==> src/ppi_pkg.sv <==
// Shared types, constants and functions of the planar pose integrator.
package ppi_pkg;

   localparam int CordicSteps = 14;
   localparam int StepBits    = $clog2(CordicSteps + 1);
   localparam int CW          = 20;   // CORDIC x/y width
   localparam int ZW          = 28;   // CORDIC angle width

   localparam logic [14:0] AreaWidthReset  = 15'd2839;
   localparam logic [14:0] AreaHeightReset = 15'd2839;
   localparam logic [15:0] TickLengthReset = 16'd1049;
   localparam logic signed [CW-1:0] GainQ16 = CW'(39797);

   typedef enum logic [1:0] {
      CMD_TICK   = 2'd0,
      CMD_PLACE  = 2'd1,
      CMD_MOTION = 2'd2,
      CMD_NONE   = 2'd3
   } cmd_type;

   typedef enum logic [1:0] {
      CSR_WIDTH  = 2'd0,
      CSR_HEIGHT = 2'd1,
      CSR_TICK   = 2'd2
   } csr_index_type;

   typedef enum logic [2:0] {
      ST_IDLE,
      ST_MUL,
      ST_CORDIC,
      ST_PROD,
      ST_POSE,
      ST_RESP
   } state_type;

   // Commands from the controller to the datapath
   typedef struct packed {
      logic load;      // capture the request beat and apply simple commands
      logic mul;       // form speed products
      logic cdc_init;  // start CORDIC
      logic cdc_step;  // one CORDIC iteration
      logic prod;      // displacement products
      logic pose;      // update pose
      logic show;      // load response register
   } ctrl_type;

   typedef struct packed {
      logic moving_tick;
      logic cdc_done;
   } stat_type;

   function automatic logic signed [ZW:0] atan_turn(input logic [4:0] i);
      case (i)
         5'd0:  atan_turn = 29'sd33554432;
         5'd1:  atan_turn = 29'sd19808338;
         5'd2:  atan_turn = 29'sd10466182;
         5'd3:  atan_turn = 29'sd5312797;
         5'd4:  atan_turn = 29'sd2666708;
         5'd5:  atan_turn = 29'sd1334654;
         5'd6:  atan_turn = 29'sd667490;
         5'd7:  atan_turn = 29'sd333765;
         5'd8:  atan_turn = 29'sd166885;
         5'd9:  atan_turn = 29'sd83443;
         5'd10: atan_turn = 29'sd41721;
         5'd11: atan_turn = 29'sd20861;
         5'd12: atan_turn = 29'sd10430;
         5'd13: atan_turn = 29'sd5215;
         5'd14: atan_turn = 29'sd2608;
         5'd15: atan_turn = 29'sd1304;
         5'd16: atan_turn = 29'sd652;
         5'd17: atan_turn = 29'sd326;
         5'd18: atan_turn = 29'sd163;
         5'd19: atan_turn = 29'sd81;
         default: atan_turn = '0;
      endcase
   endfunction

endpackage

==> src/ppi_ctrl.sv <==
// Sequencing state machine of the planar pose integrator.
module ppi_ctrl (
   input  logic              clock,
   input  logic              reset,
   input  logic              req_valid,
   output logic              req_ready,
   output logic              rsp_valid,
   input  logic              rsp_ready,
   input  ppi_pkg::stat_type stat,
   output ppi_pkg::ctrl_type ctrl
);
   import ppi_pkg::*;

   state_type state_ff, state_in;
   logic      rsp_valid_ff, rsp_valid_in;

   // Hold state and response flag
   always_ff @(posedge clock) begin
      if (reset) begin
         state_ff     <= ST_IDLE;
         rsp_valid_ff <= 1'b0;
      end else begin
         state_ff     <= state_in;
         rsp_valid_ff <= rsp_valid_in;
      end
   end

   // Advance through the tick sequence
   always_comb begin
      state_in     = state_ff;
      ctrl         = '0;
      req_ready    = 1'b0;
      rsp_valid_in = rsp_valid_ff;
      if (rsp_valid_ff && rsp_ready) begin
         rsp_valid_in = 1'b0;
      end
      case (state_ff)
         ST_IDLE: begin
            req_ready = 1'b1;
            if (req_valid) begin
               ctrl.load = 1'b1;
               state_in  = stat.moving_tick ? ST_MUL : ST_RESP;
            end
         end
         ST_MUL: begin
            ctrl.mul      = 1'b1;
            ctrl.cdc_init = 1'b1;
            state_in      = ST_CORDIC;
         end
         ST_CORDIC: begin
            ctrl.cdc_step = 1'b1;
            if (stat.cdc_done) begin
               state_in = ST_PROD;
            end
         end
         ST_PROD: begin
            ctrl.prod = 1'b1;
            state_in  = ST_POSE;
         end
         ST_POSE: begin
            ctrl.pose = 1'b1;
            state_in  = ST_RESP;
         end
         ST_RESP: begin
            if (!rsp_valid_ff || rsp_ready) begin
               ctrl.show    = 1'b1;
               rsp_valid_in = 1'b1;
               state_in     = ST_IDLE;
            end
         end
         default: state_in = ST_IDLE;
      endcase
   end

   assign rsp_valid = rsp_valid_ff;

`ifndef NO_ASSERTIONS
   a_no_accept_busy: assert property (@(posedge clock) disable iff (reset)
      (state_ff != ST_IDLE) |-> !req_ready)
      else $error("request taken while busy");
   a_show_needs_room: assert property (@(posedge clock) disable iff (reset)
      ctrl.show |-> (!rsp_valid_ff || rsp_ready))
      else $error("response overwritten");
   a_mul_then_cordic: assert property (@(posedge clock) disable iff (reset)
      (state_ff == ST_MUL) |=> (state_ff == ST_CORDIC))
      else $error("sequence broken");
`endif
endmodule

==> config.mk <==
export PLATFORM = sky130hd
export DESIGN_NAME = ppi_ctrl
export DESIGN_NICKNAME = d
export VERILOG_FILES = /design/src/ppi_pkg.sv /design/src/ppi_ctrl.sv
export SDC_FILE = /design/constraint.sdc
export NUM_CORES = 1
export LEC_CHECK = 0
export BUFFER_PORTS_ARGS = -buffer_cell sky130_fd_sc_hd__buf_2
export CELL_PAD_IN_SITES_DETAIL_PLACEMENT = 1
export CELL_PAD_IN_SITES_GLOBAL_PLACEMENT = 1
export CORE_AREA = 5 5 42 44
export CTS_CLUSTER_SIZE = 40
export DETAILED_ROUTE_END_ITERATION = 8
export DIE_AREA = 0 0 47 49
export GPL_TIMING_DRIVEN = 0
export HOLD_SLACK_MARGIN = 0.02
export PLACE_DENSITY = 0.73
export SLEW_MARGIN = 10
export SYNTH_ARGS = -nofsm -noshare
export SYNTH_HDL_FRONTEND = slang
export SYNTH_SLANG_ARGS = --single-unit
==> constraint.sdc <==
create_clock -name clock -period 2.97 [get_ports clock]
set_input_delay 0.297 -clock clock [delete_from_list [all_inputs] [get_ports clock]]
set_output_delay 0.297 -clock clock [all_outputs]
set_load 0.1 [all_outputs]
==> results.md <==
* 1st-pass router iterations at 1
* CTS clk-pin slew, worst paths at 0.04 ns
* Complex-gate fraction of the synthesized area at 0.2176
* # hold bufs at CTS at 0
* Detail Route Antenna Nets at 0
* Critical path peak fanout at 10
* Tot GR Track Use at 0.08175
* Total vias in the final route at 315
* Outcome: finished, final reports clean
* Leakage at 0.2168 nW
* Cells after Synth at 35
* Dpl ws at 1.407 ns
* H-tree Lvls at 1
* Count of port buffers added during placement at 14
* TritonCTS clock tree: yes
* Final setup margin at 1.160 ns
* Largest family of logic cells by synthesized area: simple AND/OR/NAND/NOR gates
* FP Rows at 14
* Nets at 60
* Global-route wire length before repair at 1338 um
* I/O Pins at 15
* Fmax at 0.5526 GHz
* Fin util at 0.3143
* Simple-Gate Fraction of Synth Area at 0.3740
* Worst R2R Path Depth at 4
* Post-DP HPWL at 590.9 um
* Synthesis Warnings at 0
* Slew at the pin closest to its max-slew limit at 0.4876 ns
* Critical-path top delay cell: buf_2
* Placeable Area at 0.001401 mm2
* Hold-critical path depth at 2
* Largest net degree at the start of global routing at 11
* Worst Path Arrival at about 1.5 ns
* Synth Register Bits at 4
* Final setup vio count at 0
* Max cap viols at 0
* Share of post-route cells with drive strength above 1 at 0.5769
* M2 GR Usage at 0.1290
* Total gr overflow at 0
* Die Span Y at a little under 50 um
* TritonCTS Buffers at 3
* Xor and xnor fraction of the mapped netlist area at 0.02672
* Final Max Tran Viols at 0
* Root Buffer: clkbuf_4
* Power Total at 0.4022 mW
* Synthesized net count at 41
* Mean Syn Cell Area at 9.366 um2
* Worst setup path class: reg -> out
* Met3 Usage GRT at 0.01107
* Initial antenna violation count at 0
* Final Wtd Congestion at 0.7451
* Final instance area at 440.4 um2
* RSZ-0062 raised after global routing: no
* Levels on crit path at 5
* Clk_skew at between 0.003 and 0.004 ns
* Most Crowded Layer GR: met2
* CP required at ~2.7 ns
* Die area at between 0.002 and 0.0025 mm2
* Synth Area in Adders at 0
* # diodes at 0
* Register area share after synthesis at 0.2443
* Clk_lat worst skew at ~0.24 ns
* HP Class: in -> reg
* Crit path largest cell delay at 0.43 ns
* Post-DR vias/cell at approximately 4.6
* Cell family with most CP delay: buffers and inverters
* Pwr dens at 913.3 mW/mm2
* Placed Cells at 65
* Final hold vios at 0
* Hold WS at 0.2724 ns
* Number of global-route vias before repair at roughly 360
* Post-CTS setup repair buffer count at 0
* CP Launch Type: flop
* Rel. slew slack at 0.6771
* Period utilization at 0.6093
* Tmin final at 1.810 ns
* P&R area growth vs syn at 34.35%
* Final Routed Wirelength at between 700 and 800 um
* Final setup TNS at 0 ns
* Initial core utilization at 0.2339
* Clk buf depth at 2
* Drt drc at 0
* Die span in x at 47 um
* Clock Sink Count at 4
* Cell Count, Final, Fillers Out at 68
* Synthesized area at 327.8 um2
* Placement Cell Area at 417.9 um2
* CP Capture Type: output pin
* Iteration-0 DRC Markers at 0
* Critical-path cell list: buf_6, nor2b_2, nand2_1, nor2_1, buf_2
* Proportion of synthesized area in mux cells at 0
* Worst VDD drop at approximately 0.31 mV
* DR WL/cell at approximately 11 um
* GRT met1 Usage at 0.08370
* Worst Path Buf+Inv at 2
* Yosys cell types at 25
* PostCTS Resize Cnt at 0
-- path summary, 6_finish.rpt --
kind	slack, ns	endpoint	start
max	1.16	ctrl[0]	state_ff[2]$_SDFFE_PP0P_
min	0.27	state_ff[0]$_SDFFE_PP0P_	reset
max reg2reg	1.93	state_ff[2]$_SDFFE_PP0P_	state_ff[2]$_SDFFE_PP0P_
min reg2reg	0.60	state_ff[1]$_SDFFE_PP0P_	state_ff[2]$_SDFFE_PP0P_
-- sequential cells by signal (all words and copies together), names as in the netlist --
| signal | count |
|---|---|
| rsp_valid | 1 |
| state_ff | 3 |
-- synthesized netlist by cell type --
cell / n / area (um2)
a21oi_1: 1 / 5.000
nor2b_1: 1 / 6.260
xnor2_1: 1 / 8.760
nor2b_2: 1 / 8.760
inv_1: 1 / 3.750
buf_4: 1 / 7.510
a2bb2oi_1: 1 / 8.760
and2_1: 1 / 6.260
nand3_1: 1 / 5.000
nor3b_2: 2 / 25.02
a211o_1: 1 / 8.760
buf_6: 3 / 33.78
a211oi_2: 1 / 12.51
a21oi_2: 1 / 8.760
o22a_1: 1 / 8.760
dfxtp_1: 4 / 80.08
and2b_1: 2 / 15.01
nand2_1: 2 / 7.510
nor2_1: 2 / 7.510
nor3_1: 1 / 5.000
o2bb2ai_1: 1 / 8.760
nand2b_1: 1 / 6.260
and3b_2: 1 / 10.01
o21ba_2: 1 / 10.01
nor3_2: 2 / 20.02
-- placed cells by master (no fill, tap or decap), types with 2 or more instances in the layout --
master,synthesis,routed
nor3_2,2,2
clkbuf_4,0,3
and2b_1,2,2
buf_6,3,3
nand2_1,2,2
buf_2,0,14
nor2_1,2,2
dfxtp_1,4,4
nor3b_2,2,2
-- cells by family (layout without fill, tap and decap cells) --
group | after synthesis | count (layout)
xor+xnor | 1 | 1
flops | 4 | 4
simple gates | 17 | 17
buf+inv | 5 | 22
compound gates | 8 | 8
-- per-layer routing --
layer  wire length, um  vias to the layer above
met2               400                       10
li1                  -                      154
met4                29                        0
met5                 0                        -
met1               315                      148
met3                24                        3
-- layout make-up --
cell class | instances | area, um2
fill | 188 | 960.9
multi-input combinational | 26 | 202.7
sequential | 4 | 80.08
timing repair buffer | 14 | 70.07
buffer | 4 | 41.29
clock buffer | 3 | 22.52
tap | 16 | 20.02
inverter | 1 | 3.754
-- where the power goes --
part | leakage, nW | internal [mW] | switching [mW]
clock network | 0.0138 | 0.0455 | 0.0266
logic | 0.170 | 0.0655 | 0.197
registers | 0.0329 | 0.0621 | 0.00573
total | 0.217 | 0.173 | 0.229
No activity file was read; power rests on OpenSTA's default activity.
